--- src/hdl/xdpte_pkg.sv ---
// ----------------------------------------------------------------------------
// xdpte_pkg - shared types and constants of the xor delta token encoder
// queue entry layout, token tags and the token builder
// ----------------------------------------------------------------------------
`timescale 1ns / 1ps

package xdpte_pkg;

   localparam int unsigned RUN_TABLE_BYTES_DEF = 255;
   localparam int unsigned QUEUE_DEPTH_DEF     = 4;

   localparam int unsigned BYTE_W  = 8;
   localparam int unsigned TOKEN_W = 18;
   localparam int unsigned TBITS_W = 5;
   localparam int unsigned RUNS_W  = 7;
   localparam int unsigned COUNT_W = 9;
   localparam int unsigned ACC_W   = 32;

   // token tags, two bits at the head of each token; short zero run tokens are all zeros and untagged
   localparam logic [1:0] TAG_SINGLE = 2'b01;
   localparam logic [1:0] TAG_SHORT  = 2'b10;
   localparam logic [1:0] TAG_LONG   = 2'b11;

   localparam logic [7:0] ZERO_RUN_MAX   = 8'd7;
   localparam logic [7:0] SHORT_LEN_MAX  = 8'd15;
   localparam logic [7:0] END_MARK       = 8'hC0;

   typedef struct packed {
      logic [TOKEN_W-1:0] bits;   // left aligned
      logic [TBITS_W-1:0] size;
   } token_type;

   typedef struct packed {
      logic               tok_vld;
      logic [TOKEN_W-1:0] tok;
      logic [TBITS_W-1:0] tbits;
      logic               fin;
      logic               err;
      logic [RUNS_W-1:0]  runs;
   } entry_type;

   // token for a run, lenf is the run length minus one
   function automatic token_type make_token(input logic [7:0] lenf, input logic [7:0] value);
      token_type t;
      t.bits = '0;
      t.size = '0;
      priority if (value == 8'd0 && lenf < ZERO_RUN_MAX) begin
         t.bits = '0;
         t.size = TBITS_W'({lenf[2:0], 1'b0} + 4'd2);
      end else if (lenf == 8'd0) begin
         t.bits = {TAG_SINGLE, value, 8'd0};
         t.size = 5'd10;
      end else if (lenf <= SHORT_LEN_MAX) begin
         t.bits = {TAG_SHORT, lenf[3:0], value, 4'd0};
         t.size = 5'd14;
      end else begin
         t.bits = {TAG_LONG, lenf, value};
         t.size = 5'd18;
      end
      return t;
   endfunction

endpackage

--- src/hdl/xor_delta_packed_token_encoder_core.sv ---
// ----------------------------------------------------------------------------
// xor_delta_packed_token_encoder_core - xor delta run length token encoder
// codes runs of equal xor deltas as packed variable length tokens
// ----------------------------------------------------------------------------
//  channel  | direction | handshake              | payload
//  ---------+-----------+------------------------+---------------------------------
//  req      | in        | req_valid / req_stall  | old_byte, new_byte, last_item
//  rsp      | out       | rsp_valid / rsp_stall  | packed_byte, is_final, counts,
//           |           |                        | overflow
//  csr      | in        | csr_write_enable       | csr_write_data (run table limit)
//
//  a word is taken per cycle unless the queue is full; a last word that closes
//  the open run and starts a new one is held until both runs are queued, one entry each
//  the packer sends one word per cycle unless rsp_stall holds it, so with single-byte
//  tokens (10 bits) per input word the pace is set by the rsp port
//  reset is synchronous and active high; the limit returns to RUN_TABLE_BYTES
//  rsp_stall backs up the packer only; the queue keeps req open until it fills
// ----------------------------------------------------------------------------
`timescale 1ns / 1ps

module xor_delta_packed_token_encoder_core #(
   parameter int unsigned RUN_TABLE_BYTES = xdpte_pkg::RUN_TABLE_BYTES_DEF,
   parameter int unsigned QUEUE_DEPTH     = xdpte_pkg::QUEUE_DEPTH_DEF
) (
   input  logic       clock,
   input  logic       reset,
   // run table limit register
   input  logic       csr_write_enable,
   input  logic [7:0] csr_write_data,
   // byte pairs in
   input  logic       req_valid,
   output logic       req_stall,
   input  logic [7:0] req_old_byte,
   input  logic [7:0] req_new_byte,
   input  logic       req_last_item,
   // packed words out
   output logic       rsp_valid,
   input  logic       rsp_stall,
   output logic [7:0] rsp_packed_byte,
   output logic       rsp_is_final,
   output logic [8:0] rsp_byte_count,
   output logic [6:0] rsp_run_count,
   output logic       rsp_overflow
);
   import xdpte_pkg::*;

   // front to queue
   logic      q_push;
   logic      q_ready;
   entry_type q_entry;
   // queue to packer
   logic      pop_valid;
   logic      pop_ready;
   entry_type pop_entry;

   // front: xor delta, run tracking, limit check, token build
   xdpte_front #(
      .RUN_TABLE_BYTES (RUN_TABLE_BYTES)
   ) u_front (
      .clock            (clock),
      .reset            (reset),
      .csr_write_enable (csr_write_enable),
      .csr_write_data   (csr_write_data),
      .req_valid        (req_valid),
      .req_stall        (req_stall),
      .req_old_byte     (req_old_byte),
      .req_new_byte     (req_new_byte),
      .req_last_item    (req_last_item),
      .q_push           (q_push),
      .q_entry          (q_entry),
      .q_ready          (q_ready)
   );

   // decouples classification from bit packing
   xdpte_queue #(
      .DEPTH (QUEUE_DEPTH)
   ) u_queue (
      .clock      (clock),
      .reset      (reset),
      .push_valid (q_push),
      .push_ready (q_ready),
      .push_entry (q_entry),
      .pop_valid  (pop_valid),
      .pop_ready  (pop_ready),
      .pop_entry  (pop_entry)
   );

   // back: bit accumulator, end mark, result register
   xdpte_packer u_packer (
      .clock           (clock),
      .reset           (reset),
      .pop_valid       (pop_valid),
      .pop_ready       (pop_ready),
      .pop_entry       (pop_entry),
      .rsp_valid       (rsp_valid),
      .rsp_stall       (rsp_stall),
      .rsp_packed_byte (rsp_packed_byte),
      .rsp_is_final    (rsp_is_final),
      .rsp_byte_count  (rsp_byte_count),
      .rsp_run_count   (rsp_run_count),
      .rsp_overflow    (rsp_overflow)
   );

`ifndef NO_ASSERTIONS
   // counts and overflow only ride on the final word
   a_nonfinal_clean: assert property (@(posedge clock) disable iff (reset)
      rsp_valid && !rsp_is_final |->
         rsp_byte_count == 9'd0 && rsp_run_count == 7'd0 && !rsp_overflow)
      else $error("counts or overflow on a non-final word");

   // a final word with nothing counted is the empty marker
   a_marker_zero: assert property (@(posedge clock) disable iff (reset)
      rsp_valid && rsp_is_final && rsp_byte_count == 9'd0 |-> rsp_packed_byte == 8'd0)
      else $error("final marker carries data");

   // no word right after reset
   a_reset_quiet: assert property (@(posedge clock)
      $past(reset) && !reset |-> !rsp_valid)
      else $error("result valid right after reset");
`endif

endmodule

--- src/hdl/xdpte_front.sv ---
// ----------------------------------------------------------------------------
// xdpte_front - run tracking and token classification
// forms the xor delta, follows the open run, checks the run table limit
// and queues one token entry per coded run, or a tokenless one for a suppressed last run
// ----------------------------------------------------------------------------
`timescale 1ns / 1ps

module xdpte_front #(
   parameter int unsigned RUN_TABLE_BYTES = xdpte_pkg::RUN_TABLE_BYTES_DEF
) (
   input  logic                  clock,
   input  logic                  reset,
   input  logic                  csr_write_enable,
   input  logic [7:0]            csr_write_data,
   input  logic                  req_valid,
   output logic                  req_stall,
   input  logic [7:0]            req_old_byte,
   input  logic [7:0]            req_new_byte,
   input  logic                  req_last_item,
   output logic                  q_push,
   output xdpte_pkg::entry_type  q_entry,
   input  logic                  q_ready
);
   import xdpte_pkg::*;

   logic [7:0]        limit_ff, limit_in;
   logic [7:0]        value_ff, value_in;
   logic [7:0]        len_ff, len_in;
   logic [RUNS_W-1:0] runs_ff, runs_in;
   logic              err_ff, err_in;
   logic              phase_ff, phase_in;

   logic [7:0]        diff;
   logic              same;
   logic [8:0]        cnt_new;
   logic              close, a_need, b_need, code, is_b;
   logic              ok_cur, ok_next, two, b_fail, fin;
   logic              push, fire, accept;
   token_type         tok_a, tok_b, tok_cur;
   logic [RUNS_W-1:0] runs_out;
   logic              err_out;

   // room in the run table for one more entry of two bytes, with one byte to spare
   function automatic logic fits(input logic [7:0] runs, input logic [7:0] limit);
      return (10'({runs, 1'b0}) + 10'd3) <= {2'b00, limit};
   endfunction

   assign diff    = req_old_byte ^ req_new_byte;
   assign same    = diff == value_ff;
   assign cnt_new = {1'b0, len_ff} + {8'd0, same};
   assign close   = !same || req_last_item || cnt_new[8];
   assign a_need  = close && cnt_new != 9'd0;
   assign b_need  = req_last_item && !same;
   assign code    = a_need || b_need;

   assign tok_a   = make_token(8'(cnt_new - 9'd1), value_ff);
   assign tok_b   = make_token(8'd0, diff);
   assign is_b    = phase_ff || !a_need;
   assign tok_cur = is_b ? tok_b : tok_a;

   assign ok_cur  = !err_ff && fits({1'b0, runs_ff}, limit_ff);
   assign ok_next = fits(8'({1'b0, runs_ff} + 8'd1), limit_ff);
   assign two     = !phase_ff && a_need && b_need && ok_cur && ok_next;
   assign b_fail  = !is_b && b_need && ok_cur && !ok_next;
   assign fin     = req_last_item && (phase_ff || !two);

   assign runs_out = runs_ff + {{(RUNS_W-1){1'b0}}, code && ok_cur};
   assign err_out  = err_ff || (code && !ok_cur) || b_fail;

   // suppressed runs are queued only when they carry the end of the stream
   assign push   = req_valid && code && (ok_cur || req_last_item);
   assign fire   = req_valid && (!push || q_ready);
   assign accept = fire && !two;

   assign req_stall = req_valid && !accept;
   assign q_push    = push;

   always_comb begin
      q_entry         = '0;
      q_entry.tok_vld = ok_cur;
      q_entry.tok     = tok_cur.bits;
      q_entry.tbits   = tok_cur.size;
      q_entry.fin     = fin;
      q_entry.err     = err_out;
      q_entry.runs    = runs_out;
   end

   always_comb begin
      limit_in = limit_ff;
      value_in = value_ff;
      len_in   = len_ff;
      runs_in  = runs_ff;
      err_in   = err_ff;
      phase_in = phase_ff;
      if (csr_write_enable) begin
         limit_in = csr_write_data;
      end
      if (fire) begin
         runs_in  = runs_out;
         err_in   = err_out;
         phase_in = two;
      end
      if (accept) begin
         if (close) begin
            value_in = diff;
            len_in   = same ? 8'd0 : 8'd1;
         end else begin
            len_in = cnt_new[7:0];
         end
         if (req_last_item) begin
            value_in = '0;
            len_in   = '0;
            runs_in  = '0;
            err_in   = 1'b0;
            phase_in = 1'b0;
         end
      end
   end

   always_ff @(posedge clock) begin
      if (reset) begin
         limit_ff <= 8'(RUN_TABLE_BYTES);
         value_ff <= '0;
         len_ff   <= '0;
         runs_ff  <= '0;
         err_ff   <= 1'b0;
         phase_ff <= 1'b0;
      end else begin
         limit_ff <= limit_in;
         value_ff <= value_in;
         len_ff   <= len_in;
         runs_ff  <= runs_in;
         err_ff   <= err_in;
         phase_ff <= phase_in;
      end
   end

endmodule

--- src/hdl/xdpte_queue.sv ---
// ----------------------------------------------------------------------------
// xdpte_queue - token entry queue
// small register queue between the classifier and the bit packer
// ----------------------------------------------------------------------------
`timescale 1ns / 1ps

module xdpte_queue #(
   parameter int unsigned DEPTH = xdpte_pkg::QUEUE_DEPTH_DEF
) (
   input  logic                  clock,
   input  logic                  reset,
   input  logic                  push_valid,
   output logic                  push_ready,
   input  xdpte_pkg::entry_type  push_entry,
   output logic                  pop_valid,
   input  logic                  pop_ready,
   output xdpte_pkg::entry_type  pop_entry
);
   import xdpte_pkg::*;

   localparam int unsigned PTR_W = (DEPTH > 1) ? $clog2(DEPTH) : 1;
   localparam int unsigned CNT_W = $clog2(DEPTH + 1);

   entry_type        mem_ff [DEPTH];
   logic [PTR_W-1:0] wr_ptr_ff, wr_ptr_in;
   logic [PTR_W-1:0] rd_ptr_ff, rd_ptr_in;
   logic [CNT_W-1:0] fill_ff, fill_in;
   logic             do_push, do_pop;

   function automatic logic [PTR_W-1:0] step(input logic [PTR_W-1:0] p);
      return (p == PTR_W'(DEPTH - 1)) ? '0 : p + 1'b1;
   endfunction

   assign push_ready = fill_ff != CNT_W'(DEPTH);
   assign pop_valid  = fill_ff != '0;
   assign pop_entry  = mem_ff[rd_ptr_ff];
   assign do_push    = push_valid && push_ready;
   assign do_pop     = pop_valid && pop_ready;

   always_comb begin
      wr_ptr_in = do_push ? step(wr_ptr_ff) : wr_ptr_ff;
      rd_ptr_in = do_pop ? step(rd_ptr_ff) : rd_ptr_ff;
      unique case ({do_push, do_pop})
         2'b10:        fill_in = fill_ff + 1'b1;
         2'b01:        fill_in = fill_ff - 1'b1;
         2'b00, 2'b11: fill_in = fill_ff;
      endcase
   end

   always_ff @(posedge clock) begin
      if (do_push) begin
         mem_ff[wr_ptr_ff] <= push_entry;
      end
   end

   always_ff @(posedge clock) begin
      if (reset) begin
         wr_ptr_ff <= '0;
         rd_ptr_ff <= '0;
         fill_ff   <= '0;
      end else begin
         wr_ptr_ff <= wr_ptr_in;
         rd_ptr_ff <= rd_ptr_in;
         fill_ff   <= fill_in;
      end
   end

endmodule

--- src/hdl/xdpte_packer.sv ---
// ----------------------------------------------------------------------------
// xdpte_packer - msb first bit packer and result register
// merges tokens in a bit accumulator, sends one word per cycle unless stalled,
// end mark after a partial last byte without overflow; counts on final word
// ----------------------------------------------------------------------------
`timescale 1ns / 1ps

module xdpte_packer (
   input  logic                  clock,
   input  logic                  reset,
   input  logic                  pop_valid,
   output logic                  pop_ready,
   input  xdpte_pkg::entry_type  pop_entry,
   output logic                  rsp_valid,
   input  logic                  rsp_stall,
   output logic [7:0]            rsp_packed_byte,
   output logic                  rsp_is_final,
   output logic [8:0]            rsp_byte_count,
   output logic [6:0]            rsp_run_count,
   output logic                  rsp_overflow
);
   import xdpte_pkg::*;

   logic [ACC_W-1:0]   acc_ff, acc_in, acc_p;
   logic [TBITS_W-1:0] cnt_ff, cnt_in, cnt_p, cnt_rest;
   logic               fin_ff, fin_in, fin_p;
   logic               err_ff, err_in;
   logic [RUNS_W-1:0]  runs_ff, runs_in;
   logic [COUNT_W-1:0] bytes_ff, bytes_in, bytes_p;

   logic               out_vld_ff, out_vld_in;
   logic [BYTE_W-1:0]  out_byte_ff, out_byte_in;
   logic               out_final_ff, out_final_in;
   logic [COUNT_W-1:0] out_count_ff, out_count_in;
   logic [RUNS_W-1:0]  out_runs_ff, out_runs_in;
   logic               out_ovf_ff, out_ovf_in;

   logic               out_free, has_byte, emit_tok, emit_end, emit;
   logic               last_tok, final_now, end_real, load;
   logic [BYTE_W-1:0]  top_byte;

   assign out_free  = !out_vld_ff || !rsp_stall;
   assign has_byte  = cnt_ff >= TBITS_W'(BYTE_W);
   assign cnt_rest  = cnt_ff - TBITS_W'(BYTE_W);
   assign emit_tok  = has_byte && out_free;
   assign emit_end  = !has_byte && fin_ff && out_free;
   assign emit      = emit_tok || emit_end;
   // last token word is final when no end word follows it
   assign last_tok  = emit_tok && fin_ff && cnt_rest < TBITS_W'(BYTE_W)
                      && (err_ff || cnt_rest == '0);
   assign final_now = last_tok || emit_end;
   assign end_real  = !err_ff && cnt_ff != '0;
   assign top_byte  = acc_ff[ACC_W-1 -: BYTE_W];

   always_comb begin
      acc_p   = acc_ff;
      cnt_p   = cnt_ff;
      fin_p   = fin_ff;
      bytes_p = bytes_ff;
      if (final_now) begin
         acc_p   = '0;
         cnt_p   = '0;
         fin_p   = 1'b0;
         bytes_p = '0;
      end else if (emit_tok) begin
         acc_p   = acc_ff << BYTE_W;
         cnt_p   = cnt_rest;
         bytes_p = bytes_ff + 1'b1;
      end
   end

   assign pop_ready = cnt_p < TBITS_W'(BYTE_W) && !fin_p;
   assign load      = pop_valid && pop_ready;

   always_comb begin
      acc_in   = acc_p;
      cnt_in   = cnt_p;
      fin_in   = fin_p;
      err_in   = err_ff;
      runs_in  = runs_ff;
      bytes_in = bytes_p;
      if (load) begin
         if (pop_entry.tok_vld) begin
            acc_in = acc_p | ({pop_entry.tok, {(ACC_W-TOKEN_W){1'b0}}} >> cnt_p);
            cnt_in = cnt_p + pop_entry.tbits;
         end
         fin_in  = pop_entry.fin;
         err_in  = pop_entry.err;
         runs_in = pop_entry.runs;
      end
   end

   always_comb begin
      out_vld_in   = out_vld_ff;
      out_byte_in  = out_byte_ff;
      out_final_in = out_final_ff;
      out_count_in = out_count_ff;
      out_runs_in  = out_runs_ff;
      out_ovf_in   = out_ovf_ff;
      if (emit) begin
         out_vld_in   = 1'b1;
         out_final_in = final_now;
         if (emit_tok) begin
            out_byte_in = top_byte;
         end else if (end_real) begin
            out_byte_in = top_byte | (END_MARK >> cnt_ff[2:0]);
         end else begin
            out_byte_in = '0;   // marker word, not counted
         end
         if (final_now) begin
            out_count_in = (emit_end && !end_real) ? bytes_ff : bytes_ff + 1'b1;
            out_runs_in  = runs_ff;
            out_ovf_in   = err_ff;
         end else begin
            out_count_in = '0;
            out_runs_in  = '0;
            out_ovf_in   = 1'b0;
         end
      end else if (!rsp_stall) begin
         out_vld_in = 1'b0;
      end
   end

   always_ff @(posedge clock) begin
      if (reset) begin
         acc_ff     <= '0;
         cnt_ff     <= '0;
         fin_ff     <= 1'b0;
         err_ff     <= 1'b0;
         runs_ff    <= '0;
         bytes_ff   <= '0;
         out_vld_ff <= 1'b0;
      end else begin
         acc_ff     <= acc_in;
         cnt_ff     <= cnt_in;
         fin_ff     <= fin_in;
         err_ff     <= err_in;
         runs_ff    <= runs_in;
         bytes_ff   <= bytes_in;
         out_vld_ff <= out_vld_in;
      end
   end

   always_ff @(posedge clock) begin
      out_byte_ff  <= out_byte_in;
      out_final_ff <= out_final_in;
      out_count_ff <= out_count_in;
      out_runs_ff  <= out_runs_in;
      out_ovf_ff   <= out_ovf_in;
   end

   assign rsp_valid       = out_vld_ff;
   assign rsp_packed_byte = out_byte_ff;
   assign rsp_is_final    = out_final_ff;
   assign rsp_byte_count  = out_count_ff;
   assign rsp_run_count   = out_runs_ff;
   assign rsp_overflow    = out_ovf_ff;

endmodule

--- config.mk ---
export PLATFORM = sky130hd
export DESIGN_NAME = xor_delta_packed_token_encoder_core
export DESIGN_NICKNAME = d
export VERILOG_FILES = /design/src/hdl/xdpte_pkg.sv /design/src/hdl/xor_delta_packed_token_encoder_core.sv /design/src/hdl/xdpte_front.sv /design/src/hdl/xdpte_queue.sv /design/src/hdl/xdpte_packer.sv
export SDC_FILE = /design/constraint.sdc
export NUM_CORES = 1
export LEC_CHECK = 0
export BUFFER_PORTS_ARGS = -buffer_cell sky130_fd_sc_hd__buf_2
export CELL_PAD_IN_SITES_DETAIL_PLACEMENT = 2
export CELL_PAD_IN_SITES_GLOBAL_PLACEMENT = 2
export CORE_MARGIN = 2
export CORE_UTILIZATION = 42
export DETAILED_ROUTE_END_ITERATION = 6
export MAX_ROUTING_LAYER = met4
export PLACE_DENSITY_LB_ADDON = 0.2
export REMOVE_ABC_BUFFERS = 1
export SYNTH_ARGS = -nofsm -noshare
export SYNTH_HDL_FRONTEND = slang
export SYNTH_SLANG_ARGS = --single-unit
--- constraint.sdc ---
create_clock -name clock -period 4.8 [get_ports clock]
set_input_delay 0 -clock clock [delete_from_list [all_inputs] [get_ports clock]]
set_output_delay 0 -clock clock [all_outputs]
set_load 0.02 [all_outputs]
=== Word-level counts from Yosys, hierarchy flattened ===
Memories as Yosys holds them, arrays and structs flattened. A register that Yosys moved wholly into a read port is not among the register bits.
Cells that the tools add are included.

* Register bits: 122
* Bits in writable memories: 132
* Output and inout bits: 28
* Memories: 1

{| class="wikitable"
|+ Memories
! name !! words !! bits a word !! rd ports !! clocked after memory_dff !! write ports !! RTL line !! text
|-
| u_queue.mem_ff || 4 || 33 || 1 || 1 || 1 || xdpte_queue.sv:24 || <nowiki>entry_type mem_ff [DEPTH];</nowiki>
|}

* Add/sub/neg operators: 14
* Magnitude comparators: 7
* Eq/ne operators: 8
* Shift-type cells: 2
* Muxes and demuxes: 41
* Bitwise logic cells: 3
* Reduce and logical (&&, ||, !) cells: 71

{| class="wikitable"
|+ Operators with widths
! kind !! count
|-
| 2-to-1 mux 32 bit || 4
|-
| 2-to-1 mux 23 bit || 3
|-
| 2-to-1 mux 8 bit || 6
|-
| 2-to-1 mux 22 bit || 2
|-
| OR 32 bit || 1
|-
| right shift 32 x 5 -> 32 bit || 1
|-
| logical AND 1 bit || 30
|-
| logical NOT 8 bit || 3
|-
| 2-to-1 mux 7 bit || 3
|-
| <= comparator 10 x 8 -> 1 bit || 2
|-
| 2-to-1 mux 5 bit || 4
|-
| logical NOT 1 bit || 16
|-
| logical OR 1 bit || 13
|-
| 2-to-1 mux 1 bit || 13
|-
| adder 9 x 2 -> 10 bit (second input constant) || 1
|-
| less-than comparator 5 x 4 -> 1 bit (second input constant) || 2
|-
| adder 8 x 1 -> 9 bit || 1
|-
| adder 8 x 2 -> 9 bit (second input constant) || 1
|-
| adder 9 x 1 -> 9 bit (second input constant) || 1
|-
| 2-to-1 mux 9 bit || 1
|-
| nonzero test 9 bit || 1
|-
| adder 7 x 1 -> 8 bit (second input constant) || 1
|-
| == test 2 bit (second input constant) || 4
|-
| == test 8 bit || 1
|-
| other kinds (26) || 31
|}

=== Logic depth before layout (Yosys ltp) ===
Gate-level depths: netlist of run 1.

* Depth after elaboration: 16
* Gate-level depth with buffers: 20
* Gate-level depth less buffers: 19

=== Modules after synthesis ===
Synthesis of run 1 repeated with hierarchy kept, for this count alone.

* Cell total of the unflattened synthesis: 1128
* Area, all modules: 13046.3 sq um

{| class="wikitable"
|+ By module, submodules not included
! module !! instances !! cells an instance !! area each (sq um) !! sequential area each (sq um)
|-
| xdpte_queue || 1 || 225 || 5251.3 || 4144.0
|-
| xdpte_packer || 1 || 469 || 4415.5 || 1901.8
|-
| xdpte_front || 1 || 434 || 3379.5 || 660.6
|}

=== Least setup slack after synthesis of run 1 ===
No wires, ideal clock.

* Path type: reg2reg
* Start point: register u_front.value_ff[1]
* End point: memory u_queue.mem_ff[3][0] in the netlist's numbering, enable pin
* Library setup time: 0.392 ns
* Arrival time: 4.003 ns
* Data required time: 4.408 ns
* Setup slack: 0.405 ns
* Stages on the path, launching flop included: 15
* Cells stage by stage: dfxtp_1 -> xnor3_1 -> nand4_1 -> nor2_1 -> ha_1 -> ha_1 -> inv_1 -> ha_1 -> clkbuf_1 -> inv_1 -> a21oi_2 -> a41o_1 -> or2_2 -> nor3_2 -> and2_1

* Longest elaborated chain between the ends: 11

{| class="wikitable"
|+ Ends and longest elaborated chain
! what !! RTL line !! text
|-
| start: declaration || xdpte_front.sv:27 || <nowiki>logic [7:0] value_ff, value_in;</nowiki>
|-
| start signal: assignment || xdpte_front.sv:130 || <nowiki>value_ff <= value_in;</nowiki>
|-
| == test 8 bit * || xdpte_front.sv:49 || <nowiki>assign same = diff == value_ff;</nowiki>
|-
| parallel branches: the longest is 4 deep, another holds adder 8 x 1 -> 9 bit || -- ||
|-
| logical OR 1 bit * || xdpte_front.sv:54 || <nowiki>assign code = a_need || b_need;</nowiki>
|-
| logical AND 1 bit * (2 in a row) || xdpte_front.sv:71 || <nowiki>assign push = req_valid && code && (ok_cur || req_last_item);</nowiki>
|-
| logical AND 1 bit * || xdpte_queue.sv:37 || <nowiki>assign do_push = push_valid && push_ready;</nowiki>
|-
| 2-to-1 mux 1 bit * || xdpte_queue.sv:51 || <nowiki>if (do_push) begin</nowiki>
|-
| 2-to-1 mux 1 bit (not written as such) * || xdpte_queue.sv:52 || <nowiki>mem_ff[wr_ptr_ff] <= push_entry;</nowiki>
|-
| end: declaration || xdpte_queue.sv:24 ||
|}

Every way passes the cells marked *.

==> metrics.log, run 1 <==
[metrics] status: finished, final reports clean
[metrics] most frequently used flop master after synthesis: sky130_fd_sc_hd__edfxtp_1
[metrics] cell leakage power: 5.67 nW
[metrics] upper clock frequency limit: 0.219 GHz
[metrics] buffer type at the clock tree root: sky130_fd_sc_hd__clkbuf_16
[metrics] pin count of the biggest net entering global routing: 40
[metrics] sequential-to-total area share from yosys stat: 0.517
[metrics] worst-path cell chain: xnor3_1 > nand4_2 > nor2_1 > ha_1 > ha_2 > inv_1 > ha_1 > or3b_2 > a21oi_1 > a211o_1 > nand4b_1 > a211oi_2 > buf_4 > a21boi_0 > a2111o_1 > o21ai_0
[metrics] CP most frequent cell: sky130_fd_sc_hd__ha_1
[metrics] largest area contributor in the netlist: sky130_fd_sc_hd__edfxtp_1
[metrics] H-tree depth: 1
[metrics] # nets final: 1,273
[metrics] compound-gate portion of the synthesized area: 0.0969
[metrics] Syn. warnings: 0
[metrics] DRT Wirelength: 37.3 mm
[metrics] worst reg-to-reg setup slack: 0.22 ns
[metrics] initial detailed-routing violation count: 538
[metrics] via density per instance: 5.61
[metrics] required arrival time at the worst endpoint: 5.00 ns
[metrics] mux contribution to synthesized area: 0.128
[metrics] dominant combinational cell family by area after synthesis: simple AND/OR/NAND/NOR gates
[metrics] most common cell in the netlist: sky130_fd_sc_hd__edfxtp_1
[metrics] power density over cell area: 508 mW/mm^2
[metrics] Critical Path Slowest Stage Cell: sky130_fd_sc_hd__or3b_2
[metrics] worst slew pin tran: 0.947 ns
[metrics] main area contributors after synthesis: sky130_fd_sc_hd__edfxtp_1 (36%), sky130_fd_sc_hd__dfxtp_1 (15%), sky130_fd_sc_hd__mux4_2 (5.5%)
[metrics] simple-gate portion of the synthesized area: 0.139
[metrics] Clock Sink Count: 252
[metrics] remaining antenna violation count: 0
[metrics] global-route total usage across every layer: 0.253
[metrics] total number of vias: 9,068
[metrics] worst endpoint data arrival time: 4.78 ns
[metrics] maximum root-to-sink buffer count: 3
[metrics] Max Cap Violations: 0
[metrics] Port Buffer Count: 57
[metrics] xor/xnor share of the synthesized area: 0.0472
[metrics] maximum fanout along the worst path: 10
[metrics] top cell family by delay on the critical path: compound AO/OA/AOI/OAI gates
[metrics] mapped cell area: 0.0127 mm^2
[metrics] placed instance area: 0.0136 mm^2
[metrics] worst supply voltage drop on vdd: 0.000308 V
[metrics] global route total overflow: 0
[metrics] total die area: 0.0317 mm^2
[metrics] average cell area after synthesis: 11.4 um^2
[metrics] CP Class: flip-flop to flip-flop
[metrics] number of I/O pins: 58
[metrics] CP Capture Type: flip-flop
[metrics] global-route wire length before repair: 60.1 mm
[metrics] Crit path buffers/inverters: 2
[metrics] summed area of non-filler cells in the final layout: 0.0149 mm^2
[metrics] post-route setup TNS: 0 ns
[metrics] cell count after synthesis: 1,117
[metrics] number of slew-limit violations in the final report: 0
[metrics] maximum clock skew at final layout: 0.0111 ns
[metrics] Starting Density: 0.429
[metrics] non-filler cells, final: 1,615
[metrics] die boundary width: 178 um
[metrics] post-synthesis adder-cell area fraction: 0.0395
[metrics] RSZ-0062 raised after global routing: no
[metrics] count of flip-flops with a built-in enable after synthesis: 154
[metrics] Min Clock Period, post-route: 4.58 ns
[metrics] initial antenna violation count: 0
[metrics] number of CTS-inserted buffers: 29
[metrics] Final Core Density: 0.500
[metrics] area growth from synthesis to final layout: 16.7%
[metrics] number of synthesized register bits: 252
[metrics] clock transition at the registers of the reported paths: 0.06 ns
[metrics] relative slew slack: 0.366
[metrics] number of fill cells: 2,986
[metrics] final hold violations: 0
[metrics] Yosys cell types: 87
[metrics] average wire per standard cell: 23.1 um
[metrics] # DRC: 0
[metrics] floorplan core area: 0.0297 mm^2
[metrics] type of the worst min-delay path: input port to flip-flop
[metrics] Tcrit/Tclk final: 0.953
[metrics] Post-DP HPWL: 25.5 mm
[metrics] final number of setup-violating endpoints: 0
[metrics] top cell types by occurrence after synthesis: sky130_fd_sc_hd__edfxtp_1 (154), sky130_fd_sc_hd__nor2_1 (114), sky130_fd_sc_hd__nand2_1 (104)
[metrics] TritonRoute pass-1 iters: 4
[metrics] Worst-Skew Late Latency: 0.54 ns
[metrics] total placed cells including tap cells: 1,538
[metrics] fraction of post-synthesis cell area in the top cell type by area: 0.363
[metrics] number of global-route vias before repair: 10,359
[metrics] number of diodes added for antenna fixing: 0
[metrics] die span in y: 178 um
[metrics] critical path's largest stage delay: 0.47 ns
[metrics] fraction of synthesis flops using an asynchronous set or reset pin: 0
[metrics] clock tree from TritonCTS: yes
[metrics] share of post-route cells with drive strength above 1: 0.192
[metrics] routability congestion estimate: 0.854
[metrics] CP startpoint kind: flip-flop
[metrics] site row count: 63
area by class of cell:
class	count	area, um^2	share of cell area
clock buffers	32	767	0.0516
flip-flops and latches	252	6600	0.444
multi-input cells	764	5760	0.387
well taps	390	488	0.0328
repair buffers	114	823	0.0554
clock inverters	20	268	0.0180
inverters	43	161	0.0109
power breakdown:
group / switching, W / total [W] / internal, W
Clock: 0.000927 / 0.00240 / 0.00147
Sequential: 0.000190 / 0.00285 / 0.00266
Combinational: 0.00144 / 0.00230 / 0.000855
per-stage QoR:
stage          hold WS, ns  power (W)  setup WS [ns]
6_report            0.0263    0.00755          0.224
5_1_grt             0.0454    0.00794         0.0109
4_1_cts            0.00232    0.00763          0.131
3_5_place_dp         0.224    0.00515          0.181
3_3_place_gp         0.216    0.00504          0.390
2_1_floorplan       0.0691    0.00434          0.204
timing repair:
action	4_1_cts	5_1_grt
hold buffers	24	0
hold endpoints to repair	10	0
resized for setup	0	13
setup buffers	0	1
endpoints found under the setup margin	0	68
routing by layer:
layer  up-vias  routed length [um]  global-route usage
met5         -                   0                   -
met4         0                 633              0.0564
met3        44                1330              0.0292
met2       169               19000               0.444
met1      4592               16400               0.313
li1       4263                   -                   -
flip-flops by register name, summed over array words and instances, names as in the netlist, 8 cells and up, named ones only:
name                      flops
u_front.len_ff                8
u_front.limit_ff              8
u_front.value_ff              8
u_packer.acc_ff              32
u_packer.bytes_ff             9
u_packer.rsp_byte_count       9
u_packer.rsp_packed_byte      8
u_queue.mem_ff              128
tightest hold or removal path: stages:
cell and delay, ns:
sky130_fd_sc_hd__buf_2 0.30, sky130_fd_sc_hd__a211o_1 0.15, sky130_fd_sc_hd__a21oi_1 0.06
path summary, 6_finish.rpt:
path	depth (start not counted)	from	endpoint
max reg2reg	16	u_front.value_ff[3]	u_queue.mem_ff[0][24]
max	16	u_front.value_ff[3]	u_queue.mem_ff[0][24]
min	3	req_last_item	u_front.len_ff[0]
min reg2reg	1	u_packer.acc_ff[4]	u_packer.acc_ff[4]
logic make-up (layout without fill, tap and decap cells):
logic type,after synthesis,count (layout)
buffers and inverters,101,209
XOR/XNOR,56,56
multiplexers,117,117
AND/OR/NAND/NOR,365,365
AO/OA/AOI/OAI,187,187
flip-flops,252,252
adder cells (fa/ha/maj),39,39
placed cells by master, fill, tap and decap left out, types with 8 or more instances in the layout:
cell | synthesis | routed
sky130_fd_sc_hd__nor2b_1 | 8 | 8
sky130_fd_sc_hd__xnor3_1 | 8 | 8
sky130_fd_sc_hd__a21oi_1 | 70 | 70
sky130_fd_sc_hd__dlygate4sd3_1 | 0 | 24
sky130_fd_sc_hd__xnor2_1 | 29 | 29
sky130_fd_sc_hd__dfxtp_1 | 98 | 89
sky130_fd_sc_hd__nand4_1 | 12 | 12
sky130_fd_sc_hd__a31oi_1 | 9 | 9
sky130_fd_sc_hd__mux2_2 | 20 | 20
sky130_fd_sc_hd__xor2_1 | 19 | 19
sky130_fd_sc_hd__buf_2 | 13 | 57
sky130_fd_sc_hd__or3_1 | 8 | 8
sky130_fd_sc_hd__nor2_1 | 114 | 114
sky130_fd_sc_hd__and2_1 | 32 | 32
sky130_fd_sc_hd__mux2i_1 | 58 | 58
sky130_fd_sc_hd__o211ai_1 | 8 | 8
sky130_fd_sc_hd__mux2_4 | 8 | 8
sky130_fd_sc_hd__clkbuf_16 | 0 | 29
sky130_fd_sc_hd__and3_1 | 8 | 8
sky130_fd_sc_hd__o21ai_0 | 24 | 24
sky130_fd_sc_hd__ha_1 | 37 | 36
sky130_fd_sc_hd__o22ai_1 | 13 | 13
sky130_fd_sc_hd__dfxtp_2 | 0 | 9
sky130_fd_sc_hd__nor3_1 | 18 | 18
sky130_fd_sc_hd__inv_1 | 40 | 39
sky130_fd_sc_hd__edfxtp_1 | 154 | 154
sky130_fd_sc_hd__mux4_2 | 31 | 31
sky130_fd_sc_hd__nand2_1 | 104 | 104
sky130_fd_sc_hd__buf_4 | 1 | 29
sky130_fd_sc_hd__nand3_1 | 20 | 20
No activity file was read; power rests on OpenSTA's default activity.
==> inputs of run 2 (changes only) <==
Settings changed: CORE_UTILIZATION 42 to 43, REMOVE_ABC_BUFFERS 1 to unset, SYNTH_HIERARCHICAL set to 1.
==> metrics.log, run 2 <==
[metrics] status: finished, final reports clean (unchanged)
[metrics] summed area of non-filler cells in the final layout: 0.0152 mm^2 (was 0.0149 mm^2)
[metrics] Mapped Nets: 1,197
[metrics] Final Core Density: 0.510 (was 0.500)
[metrics] maximum fanout along the worst path: 6 (was 10)
[metrics] xor/xnor share of the synthesized area: 0.0453 (was 0.0472)
[metrics] number of I/O pins: 58 (unchanged)
[metrics] maximum clock skew at final layout: 0.0150 ns (was 0.0111 ns)
[metrics] compound-gate portion of the synthesized area: 0.107 (was 0.0969)
[metrics] die boundary width: 178 um (about the same)
[metrics] startpoint of the most critical hold path: req_new_byte[5] (was req_last_item)
[metrics] Starting Density: 0.438 (was 0.429)
[metrics] number of diodes added for antenna fixing: 0 (unchanged)
[metrics] sequential-to-total area share from yosys stat: 0.514 (was 0.517)
[metrics] post-route setup TNS: 0 ns (unchanged)
[metrics] dominant combinational cell family by area after synthesis: multiplexers (was simple AND/OR/NAND/NOR gates)
[metrics] Max Cap Violations: 0 (unchanged)
[metrics] worst supply voltage drop on vdd: 0.000252 V (was 0.000308 V)
[metrics] number of global-route vias before repair: 10,498 (was 10,359)
[metrics] total number of vias: 9,611 (was 9,068)
[metrics] number of CTS-inserted buffers: 30 (was 29)
[metrics] total placed cells including tap cells: 1,544 (was 1,538)
[metrics] Setup WS post-layout: 0.184 ns (was 0.224 ns)
[metrics] area growth from synthesis to final layout: 16.5% (was 16.7%)
[metrics] power density over cell area: 534 mW/mm^2 (was 508 mW/mm^2)
[metrics] site row count: 63 (unchanged)
[metrics] Min Clock Period, post-route: 4.62 ns (was 4.58 ns)
[metrics] RSZ-0062 raised after global routing: yes (was no)
[metrics] fraction of synthesis flops using an asynchronous set or reset pin: 0 (unchanged)
[metrics] Yosys cell types: 82 (was 87)
[metrics] global route total overflow: 0 (unchanged)
[metrics] top cell types by occurrence after synthesis: sky130_fd_sc_hd__edfxtp_1 (158), sky130_fd_sc_hd__dfxtp_1 (98), sky130_fd_sc_hd__nor2_1 (81) (was sky130_fd_sc_hd__edfxtp_1 (154), sky130_fd_sc_hd__nor2_1 (114), sky130_fd_sc_hd__nand2_1 (104))
[metrics] number of cells on the worst reg-to-reg path: 15 (was 16)
[metrics] # nets final: 1,283 (was 1,273)
[metrics] commonest cells after routing, fill and taps aside: sky130_fd_sc_hd__edfxtp_1 (158), sky130_fd_sc_hd__dfxtp_1 (97), sky130_fd_sc_hd__nor2_1 (81) (was sky130_fd_sc_hd__edfxtp_1 (154), sky130_fd_sc_hd__nor2_1 (114), sky130_fd_sc_hd__nand2_1 (104))
[metrics] global-route wire length before repair: 63.6 mm (was 60.1 mm)
[metrics] share of post-route cells with drive strength above 1: 0.185 (was 0.192)
[metrics] TritonRoute pass-1 iters: 5 (was 4)
[metrics] DRT Wirelength: 41.2 mm (was 37.3 mm)
[metrics] placed instance area: 0.0139 mm^2 (was 0.0136 mm^2)
[metrics] Worst-Skew Late Latency: 0.56 ns (was 0.54 ns)
[metrics] floorplan core area: 0.0298 mm^2 (was 0.0297 mm^2)
[metrics] main area contributors after synthesis: sky130_fd_sc_hd__edfxtp_1 (36%), sky130_fd_sc_hd__dfxtp_1 (15%), sky130_fd_sc_hd__mux2i_1 (5.8%) (was sky130_fd_sc_hd__edfxtp_1 (36%), sky130_fd_sc_hd__dfxtp_1 (15%), sky130_fd_sc_hd__mux4_2 (5.5%))
[metrics] most common cell after layout, fill and taps aside: sky130_fd_sc_hd__edfxtp_1 (unchanged)
[metrics] relative slew slack: 0.300 (was 0.366)
[metrics] Clock Sink Count: 256 (was 252)
[metrics] non-filler cells, final: 1,628 (was 1,615)
[metrics] routability congestion estimate: 0.860 (was 0.854)
[metrics] average cell area after synthesis: 11.6 um^2 (was 11.4 um^2)
[metrics] largest area contributor in the netlist: sky130_fd_sc_hd__edfxtp_1 (unchanged)
[metrics] start of the worst register-to-register path: u_front/value_ff[3] (was u_front.value_ff[3])
[metrics] Syn. warnings: 6 (was 0)
[metrics] post-synthesis adder-cell area fraction: 0.0401 (was 0.0395)
[metrics] total die area: 0.0317 mm^2 (about the same)
[metrics] global-route total usage across every layer: 0.270 (was 0.253)
[metrics] terminating pin of the worst hold path: u_front/value_ff[5] (was u_front.len_ff[0])
[metrics] remaining antenna violation count: 0 (unchanged)
[metrics] Reg with most FFs: u_queue/mem_ff (was u_queue.mem_ff)
[metrics] cell leakage power: 5.83 nW (was 5.67 nW)
[metrics] cell count after synthesis: 1,128 (was 1,117)
[metrics] initial detailed-routing violation count: 629 (was 538)
[metrics] final hold violations: 0 (unchanged)
[metrics] final number of setup-violating endpoints: 0 (unchanged)
[metrics] number of synthesized register bits: 256 (was 252)
[metrics] worst slew pin tran: 1.05 ns (was 0.947 ns)
[metrics] fraction of post-synthesis cell area in the top cell type by area: 0.364 (was 0.363)
[metrics] Post-DP HPWL: 27.7 mm (was 25.5 mm)
[metrics] mapped cell area: 0.0130 mm^2 (was 0.0127 mm^2)
[metrics] die span in y: 178 um (about the same)
[metrics] CP Class: flip-flop to flip-flop (unchanged)
[metrics] worst reg-to-reg setup slack: 0.18 ns (was 0.22 ns)
[metrics] H-tree depth: 1 (unchanged)
[metrics] most frequently used flop master after synthesis: sky130_fd_sc_hd__edfxtp_1 (unchanged)
[metrics] maximum root-to-sink buffer count: 3 (unchanged)
[metrics] Port Buffer Count: 57 (unchanged)
[metrics] # DRC: 0 (unchanged)
[metrics] Largest register FFs: 132 (was 128)
[metrics] mux contribution to synthesized area: 0.126 (was 0.128)
[metrics] pin count of the biggest net entering global routing: 48 (was 40)
[metrics] most common cell in the netlist: sky130_fd_sc_hd__edfxtp_1 (unchanged)
[metrics] top flop regs: u_queue/mem_ff x132, u_packer/acc_ff x32 (was u_queue.mem_ff x128, u_packer.acc_ff x32)
[metrics] upper clock frequency limit: 0.217 GHz (was 0.219 GHz)
[metrics] initial antenna violation count: 0 (unchanged)
[metrics] worst endpoint data arrival time: 4.86 ns (was 4.78 ns)
[metrics] required arrival time at the worst endpoint: 5.04 ns (was 5.00 ns)
[metrics] number of slew-limit violations in the final report: 0 (unchanged)
[metrics] CP startpoint kind: flip-flop (unchanged)
[metrics] number of fill cells: 2,970 (was 2,986)
[metrics] clock transition at the registers of the reported paths: 0.06 ns (about the same)
[metrics] buffer type at the clock tree root: sky130_fd_sc_hd__clkbuf_16 (unchanged)
[metrics] R2R Path End: u_queue/mem_ff[1][28] (was u_queue.mem_ff[0][24])
[metrics] CP Capture Type: flip-flop (unchanged)
[metrics] type of the worst min-delay path: input port to flip-flop (unchanged)
[metrics] worst slack at placement: -0.0359 ns (was 0.181 ns)
[metrics] simple-gate portion of the synthesized area: 0.126 (was 0.139)
[metrics] via density per instance: 5.90 (was 5.61)
[metrics] Tcrit/Tclk final: 0.962 (was 0.953)
[metrics] average wire per standard cell: 25.3 um (was 23.1 um)
[metrics] count of flip-flops with a built-in enable after synthesis: 158 (was 154)
[metrics] worst hold stages: 5 (was 3)
[metrics] clock tree from TritonCTS: yes (unchanged)
[run 2: worst max path at each step]
stage / depth (start not counted) / slack [ns] / from / to
after floorplan: 14 / 0.15 / u_front/value_ff[6] / u_queue/mem_ff[0][0]
after global placement: 19 / 0.23 / u_front/value_ff[5] / u_queue/fill_ff[2]
after detailed placement: 19 / -0.04 / u_front/value_ff[6] / u_queue/fill_ff[2]
after CTS: 17 / -0.004 / u_front/value_ff[3] / u_queue/mem_ff[0][25]
after global routing: 19 / -0.02 / u_front/value_ff[3] / u_queue/fill_ff[2]
final: 15 / 0.18 / u_front/value_ff[3] / u_queue/mem_ff[1][28]
[run 2: cells by family (layout without fill, tap and decap cells)]
kind of cell,after synthesis,after routing
other cells,1,1
buf+inv,122,232
fa+ha+maj,41,41
flops,256,256
simple gates,320,320
mux,122,122
xor+xnor,58,58
compound gates,208,208
[run 2: through the flow]
stage	total power, W	hold slack, ns
after global routing	0.00850	0.0430
after floorplan	0.00483	0.126
after CTS	0.00815	0.00853
after global placement	0.00552	0.215
after detailed placement	0.00571	0.223
final	0.00811	0.0332
[run 2: timing repair]
action,4_1_cts,5_1_grt
endpoints found under the setup margin,10,37
gates cloned,0,0
buffers inserted,0,1
hold buffers,27,0
resized for setup,4,11
endpoints found under the hold margin,23,0
pin swaps,0,2
[run 2: cell type report]
type,instances,area (um^2),share of cell area
flip-flops and latches,256,6710,0.441
multi-input cells,750,5870,0.386
repair buffers,129,943,0.0621
clock buffers,46,852,0.0561
well taps,390,488,0.0321
inverters,47,176,0.0116
clock inverters,10,160,0.0105
[run 2: critical path: stages (launching register included)]
cell and delay [ns]:
sky130_fd_sc_hd__dfxtp_1 0.34, sky130_fd_sc_hd__xnor3_1 0.40, sky130_fd_sc_hd__nand4_1 0.10, sky130_fd_sc_hd__or4_4 0.54, sky130_fd_sc_hd__inv_1 0.09, sky130_fd_sc_hd__ha_2 0.21, sky130_fd_sc_hd__ha_4 0.21, sky130_fd_sc_hd__buf_4 0.16
sky130_fd_sc_hd__or3b_2 0.49, sky130_fd_sc_hd__nand4_1 0.12, sky130_fd_sc_hd__o311ai_0 0.24, sky130_fd_sc_hd__nor2_1 0.27, sky130_fd_sc_hd__nand4_1 0.33, sky130_fd_sc_hd__o21ai_2 0.42, sky130_fd_sc_hd__buf_4 0.21, sky130_fd_sc_hd__o22ai_1 0.17
[run 2: routing by layer]
| layer | part of all wire | wire length, um | GRT usage | vias to the layer above |
|---|---|---|---|---|
| li1 | - | - | - | 4404 |
| met5 | 0 | 0 | - | - |
| met3 | 0.035 | 1460 | 0.0305 | 68 |
| met1 | 0.43 | 17700 | 0.334 | 4929 |
| met2 | 0.51 | 21100 | 0.475 | 210 |
| met4 | 0.022 | 912 | 0.0627 | 0 |
[run 2: where the power goes]
part	leakage, nW	switching (W)	total (W)	internal, W
sequential	2.26	0.000228	0.00295	0.00273
combinational	3.08	0.00176	0.00280	0.00104
clock	0.488	0.000923	0.00236	0.00143
total	5.83	0.00291	0.00811	0.00520
